## src/nllf_pkg.sv

```systemverilog
// ----------------------------------------------------------------------------
// nllf_pkg
// shared constants, codes and controller/datapath command types for the
// normalized lattice-ladder filter
// ----------------------------------------------------------------------------
package nllf_pkg;

    // build-time sizes
    localparam int MAX_ORDER    = 16;
    localparam int SAMPLE_WIDTH = 16;
    localparam int BACK_W       = SAMPLE_WIDTH + 8;

    // fixed field widths
    localparam int REQ_W       = 2;
    localparam int IDX_W       = 5;
    localparam int COEF_W      = 16;
    localparam int COMP_W      = 15;
    localparam int LADDER_W    = 16;
    localparam int ORDER_REG_W = 5;
    localparam int GAIN_W      = 32;

    // fraction bits of the coefficient formats
    localparam int COEF_FRAC   = 15;
    localparam int LADDER_FRAC = 12;
    localparam int GAIN_FRAC   = 16;

    // store addressing
    localparam int STAGE_AW = (MAX_ORDER > 1) ? $clog2(MAX_ORDER) : 1;
    localparam int TAP_AW   = $clog2(MAX_ORDER + 1);

    // input tdata layout, lowest field first
    localparam int SAMPLE_LSB  = 0;
    localparam int INDEX_LSB   = SAMPLE_LSB + SAMPLE_WIDTH;
    localparam int REFL_LSB    = INDEX_LSB + IDX_W;
    localparam int COMP_LSB    = REFL_LSB + COEF_W;
    localparam int LADDER_LSB  = COMP_LSB + COMP_W;
    localparam int IN_FIELDS_W = LADDER_LSB + LADDER_W;
    localparam int IN_TDATA_W  = ((IN_FIELDS_W + 7) / 8) * 8;
    localparam int OUT_TDATA_W = ((SAMPLE_WIDTH + 7) / 8) * 8;

    // request kinds
    typedef logic [REQ_W-1:0] t_req;
    localparam t_req REQ_FILTER     = 2'd0;
    localparam t_req REQ_LOAD_STAGE = 2'd1;
    localparam t_req REQ_LOAD_TAP   = 2'd2;

    // configuration registers
    localparam int CFG_IDX_W  = 1;
    localparam int CFG_DATA_W = 32;
    typedef logic [CFG_IDX_W-1:0] t_cfg_idx;
    localparam t_cfg_idx CFG_ORDER = 1'b0;
    localparam t_cfg_idx CFG_GAIN  = 1'b1;

    localparam logic [ORDER_REG_W-1:0]  ORDER_RESET = 5'd1;
    localparam logic signed [GAIN_W-1:0] GAIN_RESET = 32'sd65536;

    // controller to datapath
    typedef struct packed {
        logic                start;       // latch sample, clear ladder sum
        logic                load_stage;  // write k and c from the input item
        logic                load_tap;    // write nu from the input item
        logic                rd_en;       // fetch store entries
        logic [STAGE_AW-1:0] rd_stage;
        logic [TAP_AW-1:0]   rd_tap;
        logic                mul_old;     // products with the old backward value
        logic                mul_f;       // products with the forward value
        logic                stage_end;   // combine, write b[j+1], feed ladder
        logic [TAP_AW-1:0]   wr_tap;
        logic                tail;        // write b[0], feed last ladder term
        logic                rnd_en;      // round and clip ladder sum
        logic                gain_en;     // gain multiply
        logic                out_load;    // load the output register
    } t_dp_cmd;

    // datapath to controller
    typedef struct packed {
        logic out_free;
    } t_dp_stat;

endpackage

```

## src/nllf_ctrl.sv

```systemverilog
// ----------------------------------------------------------------------------
// nllf_ctrl
// sequencer: takes items, walks the lattice stages from the top down and
// steps the ladder, gain and output phases
// ----------------------------------------------------------------------------
module nllf_ctrl
    import nllf_pkg::*;
(
    input  logic                   i_clk,
    input  logic                   i_rst_n,
    input  logic                   i_valid,
    output logic                   o_ready,
    input  t_req                   i_req_type,
    input  logic [IDX_W-1:0]       i_coef_index,
    input  logic [ORDER_REG_W-1:0] i_order,
    input  t_dp_stat               i_stat,
    output t_dp_cmd                o_cmd
);

    localparam logic [3:0] S_IDLE = 4'd0;
    localparam logic [3:0] S_READ = 4'd1;
    localparam logic [3:0] S_P0   = 4'd2;
    localparam logic [3:0] S_P1   = 4'd3;
    localparam logic [3:0] S_P2   = 4'd4;
    localparam logic [3:0] S_TAIL = 4'd5;
    localparam logic [3:0] S_D1   = 4'd6;
    localparam logic [3:0] S_D2   = 4'd7;
    localparam logic [3:0] S_RND  = 4'd8;
    localparam logic [3:0] S_GAIN = 4'd9;
    localparam logic [3:0] S_OUT  = 4'd10;

    logic [3:0]          r_state, n_state;
    logic [TAP_AW-1:0]   r_n, n_n;
    logic [STAGE_AW-1:0] r_j, n_j;
    logic [TAP_AW-1:0]   order_clamped;
    logic                accept;

    assign order_clamped = (int'(i_order) > MAX_ORDER) ? TAP_AW'(MAX_ORDER)
                                                       : TAP_AW'(i_order);
    assign o_ready = (r_state == S_IDLE);
    assign accept  = i_valid && o_ready;

    always_comb begin
        n_state = r_state;
        n_n     = r_n;
        n_j     = r_j;
        o_cmd   = '0;
        unique case (r_state)
            S_IDLE: begin
                if (accept) begin
                    unique case (i_req_type)
                        REQ_FILTER: begin
                            o_cmd.start = 1'b1;
                            n_n         = order_clamped;
                            n_j         = STAGE_AW'(order_clamped - TAP_AW'(1));
                            n_state     = S_READ;
                        end
                        REQ_LOAD_STAGE: begin
                            o_cmd.load_stage = (int'(i_coef_index) < MAX_ORDER);
                        end
                        REQ_LOAD_TAP: begin
                            o_cmd.load_tap = (int'(i_coef_index) <= MAX_ORDER);
                        end
                        default: ;
                    endcase
                end
            end
            S_READ: begin
                // top stage operands and tap nu[n]
                o_cmd.rd_en    = 1'b1;
                o_cmd.rd_stage = r_j;
                o_cmd.rd_tap   = r_n;
                n_state        = (r_n == '0) ? S_TAIL : S_P0;
            end
            S_P0: begin
                o_cmd.mul_old = 1'b1;
                n_state       = S_P1;
            end
            S_P1: begin
                o_cmd.mul_f = 1'b1;
                n_state     = S_P2;
            end
            S_P2: begin
                o_cmd.stage_end = 1'b1;
                o_cmd.wr_tap    = TAP_AW'(r_j) + TAP_AW'(1);
                o_cmd.rd_en     = 1'b1;
                o_cmd.rd_stage  = r_j - STAGE_AW'(1);
                o_cmd.rd_tap    = TAP_AW'(r_j);
                if (r_j == '0) begin
                    n_state = S_TAIL;
                end else begin
                    n_j     = r_j - STAGE_AW'(1);
                    n_state = S_P0;
                end
            end
            S_TAIL: begin
                o_cmd.tail = 1'b1;
                n_state    = S_D1;
            end
            S_D1:   n_state = S_D2;
            S_D2:   n_state = S_RND;
            S_RND: begin
                o_cmd.rnd_en = 1'b1;
                n_state      = S_GAIN;
            end
            S_GAIN: begin
                o_cmd.gain_en = 1'b1;
                n_state       = S_OUT;
            end
            S_OUT: begin
                if (i_stat.out_free) begin
                    o_cmd.out_load = 1'b1;
                    n_state        = S_IDLE;
                end
            end
            default: n_state = S_IDLE;
        endcase
    end

    always_ff @(posedge i_clk) begin
        if (!i_rst_n) begin
            r_state <= S_IDLE;
            r_n     <= '0;
            r_j     <= '0;
        end else begin
            r_state <= n_state;
            r_n     <= n_n;
            r_j     <= n_j;
        end
    end

endmodule

```

## config.mk

```make
export PLATFORM = sky130hd
export DESIGN_NAME = nllf_ctrl
export DESIGN_NICKNAME = d
export VERILOG_FILES = /design/src/nllf_pkg.sv /design/src/nllf_ctrl.sv
export SDC_FILE = /design/constraint.sdc
export NUM_CORES = 1
export LEC_CHECK = 0
export BUFFER_PORTS_ARGS = -buffer_cell sky130_fd_sc_hd__buf_2
export CAP_MARGIN = 20
export CORE_MARGIN = 2
export CORE_UTILIZATION = 45
export DETAILED_ROUTE_END_ITERATION = 7
export PLACE_DENSITY = 0.75
export SLEW_MARGIN = 30
export SYNTH_ARGS = -nofsm -noshare
export SYNTH_HDL_FRONTEND = slang
export SYNTH_SLANG_ARGS = --single-unit
```

## constraint.sdc

```tcl
create_clock -name i_clk -period 6.2 [get_ports i_clk]
set_input_delay 1.86 -clock i_clk [delete_from_list [all_inputs] [get_ports i_clk]]
set_output_delay 1.86 -clock i_clk [all_outputs]
set_load 0.005 [all_outputs]
```

# [Word level (Yosys, flattened, before mapping)]
# Cells that the tools add are included.
[totals] out_inout_bits=26 ff_bits=13
[classes] muxes=25 n_lt_le_gt_ge=3 reduce_logical=9 n_eq_ne=16 add_sub_neg=3
[ops] operator="4-bit one-hot mux with 11 select lines" n=1
[ops] operator="4-bit two-way mux" n=6
[ops] operator="10-bit one-hot mux with 2 select lines" n=1
[ops] operator="4-bit by 3-bit == test with 1-bit output (second input constant)" n=4
[ops] operator="4-bit == test (second input constant)" n=3
[ops] operator="3-bit two-way mux" n=4
[ops] operator="1-bit two-way mux" n=10
[ops] operator="4-bit by 2-bit == test with 1-bit output (second input constant)" n=2
[ops] operator="4-bit logical NOT" n=2
[ops] operator="4-bit one-hot mux with 2 select lines" n=1
[ops] operator="4-bit by 1-bit subtractor with 4-bit output (second input constant)" n=2
[ops] operator="6-bit two-way mux" n=1
[ops] operator="3-bit AND reduction" n=2
[ops] operator="4-bit by 1-bit adder with 5-bit output (second input constant)" n=1
[ops] operator="5-bit > comparator (second input constant)" n=1
[ops] operator="5-bit less-or-equal comparator (second input constant)" n=1
[ops] operator="5-bit logical NOT" n=1
[ops] operator="5-bit < comparator (second input constant)" n=1
[ops] operator="5-bit two-way mux" n=1
[ops] operator="4-bit by 1-bit == test with 1-bit output (second input constant)" n=1
[ops] operator="2-bit by 1-bit != test with 1-bit output (second input constant)" n=2
[ops] operator="2-bit != test (second input constant)" n=2
[ops] operator="4-bit AND reduction" n=1
[ops] operator="2-bit by 1-bit == test with 1-bit output (second input constant)" n=1
[ops] operator="other kinds (4)" n=4

# [Longest topological paths before layout]
[logic_depth] ltp_word=6 mapped_depth=6 ltp_nobuf=6

# [Worst setup path before layout]
# OpenSTA, ideal clock, no wires.
[synth_path] path_type="input to output" from="input port i_coef_index[0]" to="output port o_cmd[22] (netlist name)" arrival_time_ns=2.505 stages=2 required_time_ns=4.340 slack_ns=1.835 path_cell_list="o41ai_1 nor4bb_1"
[synth_lines] item="start, declared" line_no="nllf_ctrl.sv:14" rtl="input logic [IDX_W-1:0] i_coef_index,"
[synth_lines] item="end, declared" line_no="nllf_ctrl.sv:17" rtl="output t_dp_cmd o_cmd"

==> qor.csv <==
metric,value,unit
wl_per_cell,12.23,um
final-hold-violation-count,0,
synth-compound-area-share,0.2234,
placed_cell_area,0.001275,mm2
grt_setup_unrepaired,false,
die_h,53.02,um
ys_types,52,
crit_fanout,8,
grt_pass1_wl,4340,um
maxCapViolCount,0,
synth_common_cells,"16 x nor2_1, 13 x dfxtp_1, 13 x nand2_1",
fin_nets,202,
grt_use_total,0.2037,
fmax,0.2135,GHz
async_reset_ff_frac,0,
crit_family,simple AND/OR/NAND/NOR gates,
globalplace.congestion,0.8687,
max-vdd-ir-drop,0.2137,mV
layout_setup_ws,1516,ps
tightest_slew,678.7,ps
setup_violations,0,
critPathRequiredTime,4340,ps
p_int,234.7,uW
cts-buffers-inserted,3,
crit_buf_inv,3,
synth_area_per_cell,7.507,um2
synth_nets,164,
placementRows,17,
cts_setup_buffers,0,
die_width,53.02,um
n_antenna_cell,0,
slew_headroom,0.5466,
status,"finished, final reports clean",
hpwl,2003,um
synth_top_family_by_area,simple AND/OR/NAND/NOR gates,
syn_area,0.001081,mm2
yosys.area_share.adder,0.04630,
cts_tree,done,
synthSimpleGateAreaFrac,0.3472,
ctsHtreeMaxLevel,1,
fin_skew,9.590,ps
synth_mux_area_frac,0.02778,
antenna_found_initial,0,
synth_top_area_share,0.2407,
place_worst_setup_slack,1511,ps
fin_crit_sh,0.7554,
synth-seq-cells,13,
first_global_vias,1015,
drtIter0Drc,27,
ys_warn_count,0,
synth_edf_count,0,
synth-seq-area-share,0.2407,
io_buffers,41,
leakage,0.6170,nW
cp_slowest_cell,nor3b_2,
drc,0,
ctsLongestPathBuffers,2,
grt_max_degree,14,
finalCriticalPeriod,4684,ps
grt.overflow.total,0,
initial_core_util,0.4840,
final_layout_size_suffix_gt1_frac,0.3094,
cp_common_cell,buf_2,
pwr-share-seq,0.313,
cts.sinks,13,
swShare,0.4742,
core_area,0.002233,mm2
routed_wl,2557,um
path_class,primary input to output port,
final_cell_area,0.001301,mm2
drtPass1Iterations,4,
power.density,343.1,mW/mm2
syn_inst,144,
clk-insertion-delay-late,270,ps
critical_path.max_stage_delay,440,ps
ys.flop_type,dfxtp_1,
setup.worst_path.end_class,output port,
io_pins,42,
clockRootBuffer,clkbuf_4,
clk_pin_slew,70,ps
cp.arrival,2820,ps
setup_tns,0,ps
cts_resized,0,
synth_top_area_cell,dfxtp_1,
clkPwrFrac,0.116,
combinationalPowerShare,0.571,
switching_power,211.7,uW
synth_area_leaders,"dfxtp_1 24%, a21oi_1 5.6%, nor2_1 5.6%, ha_1 4.6%, o21ai_0 4.6%",
viasPerCell,5.541,
syn_to_final_growth,20.37,%
cts_hold_buf,0,
min_path_type,register to register,
synth-xor-area-share,0.03241,
critical_path.startpoint_type,primary input,
path_cells,"buf_2, nor3b_2, nand2_2, inv_1, buf_2",
slew_viol_final,0,
drtAntennaViolNets,0,
synth.most_common_cell,nor2_1,
dieArea,0.002811,mm2
num_vias,1158,
## metrics by stage
stage | hold WS, ps | power [mW] | utilization | cells
after floorplan | 439.2 | 0.3325 | - | 144
after global placement | 463.4 | 0.3912 | 0.5709 | 205
after detailed placement | 462.9 | 0.3966 | 0.5709 | 205
after CTS | 473.1 | 0.4490 | 0.5826 | 209
after global routing | 508.6 | 0.4914 | 0.5826 | 209
final | 473.0 | 0.4464 | 0.5826 | 209
## worst paths after layout
check | depth (start not counted) | end | start | slack, ps
worst min-delay path | 2 | r_n[3] | r_n[3] | 470
worst min register to register | 2 | r_n[3] | r_n[3] | 470
worst max register to register | 6 | r_j[0] | r_j[0] | 4220
worst max-delay path | 5 | o_cmd[24] | i_req_type[1] | 1520
## state kept, by name (all words and copies together), names as in the netlist
register,cells
r_j,4
r_state,4
r_n,5
## power groups by stage
stage          sequential [mW]  clock (mW)  combinational [mW]
2_1_floorplan            0.114           0               0.219
3_3_place_gp             0.140           0               0.251
3_5_place_dp             0.141           0               0.256
4_1_cts                  0.139      0.0524               0.258
5_1_grt                  0.145      0.0562               0.290
6_report                 0.140      0.0518               0.255
## layer usage
layer,vias up,wire length (um),GRT usage
met2,34,1220,0.3229
met5,-,0,0
met4,0,22,0.06410
met1,532,1189,0.2850
met3,4,125,0.02542
li1,588,-,-
## kinds of logic (layout without fill, tap and decap cells)
family | count (synthesis) | in the layout
compound gates | 37 | 37
mux | 3 | 3
simple gates | 65 | 65
xor+xnor | 4 | 4
flops | 13 | 13
fa+ha+maj | 4 | 4
buf+inv | 18 | 55
## area by class of cell
class	instances	area [um2]
clock buffers	4	26.28
fillers	213	932.1
inverters	10	42.54
multi-input cells	113	732.0
flip-flops and latches	13	260.3
well taps	28	35.03
repair buffers	41	205.2
## worst reg2reg max path, stage by stage (launching register included)
cell	delay, ps
dfxtp_1	390
inv_1	130
ha_1	150
nor3b_1	570
a2bb2oi_2	320
a21oi_1	70
o221a_1	240
## cell usage in the layout (no fill, tap or decap), drive strengths merged, types with 2 or more instances in the layout
master | netlist | routed
inv | 9 | 9
a21oi | 12 | 12
nor2b | 3 | 3
ha | 4 | 4
nand3b | 2 | 2
nor3 | 5 | 5
nor2 | 17 | 17
and3 | 2 | 2
and2 | 2 | 2
mux2i | 3 | 3
nand2 | 15 | 15
o21ai | 11 | 11
dfxtp | 13 | 13
nor3b | 2 | 2
nor4b | 2 | 2
a22o | 2 | 2
nand3 | 5 | 5
clkbuf | 5 | 4
buf | 3 | 41
xnor2 | 3 | 3
nand4 | 2 | 2
Power figures use the tool's default switching activity.
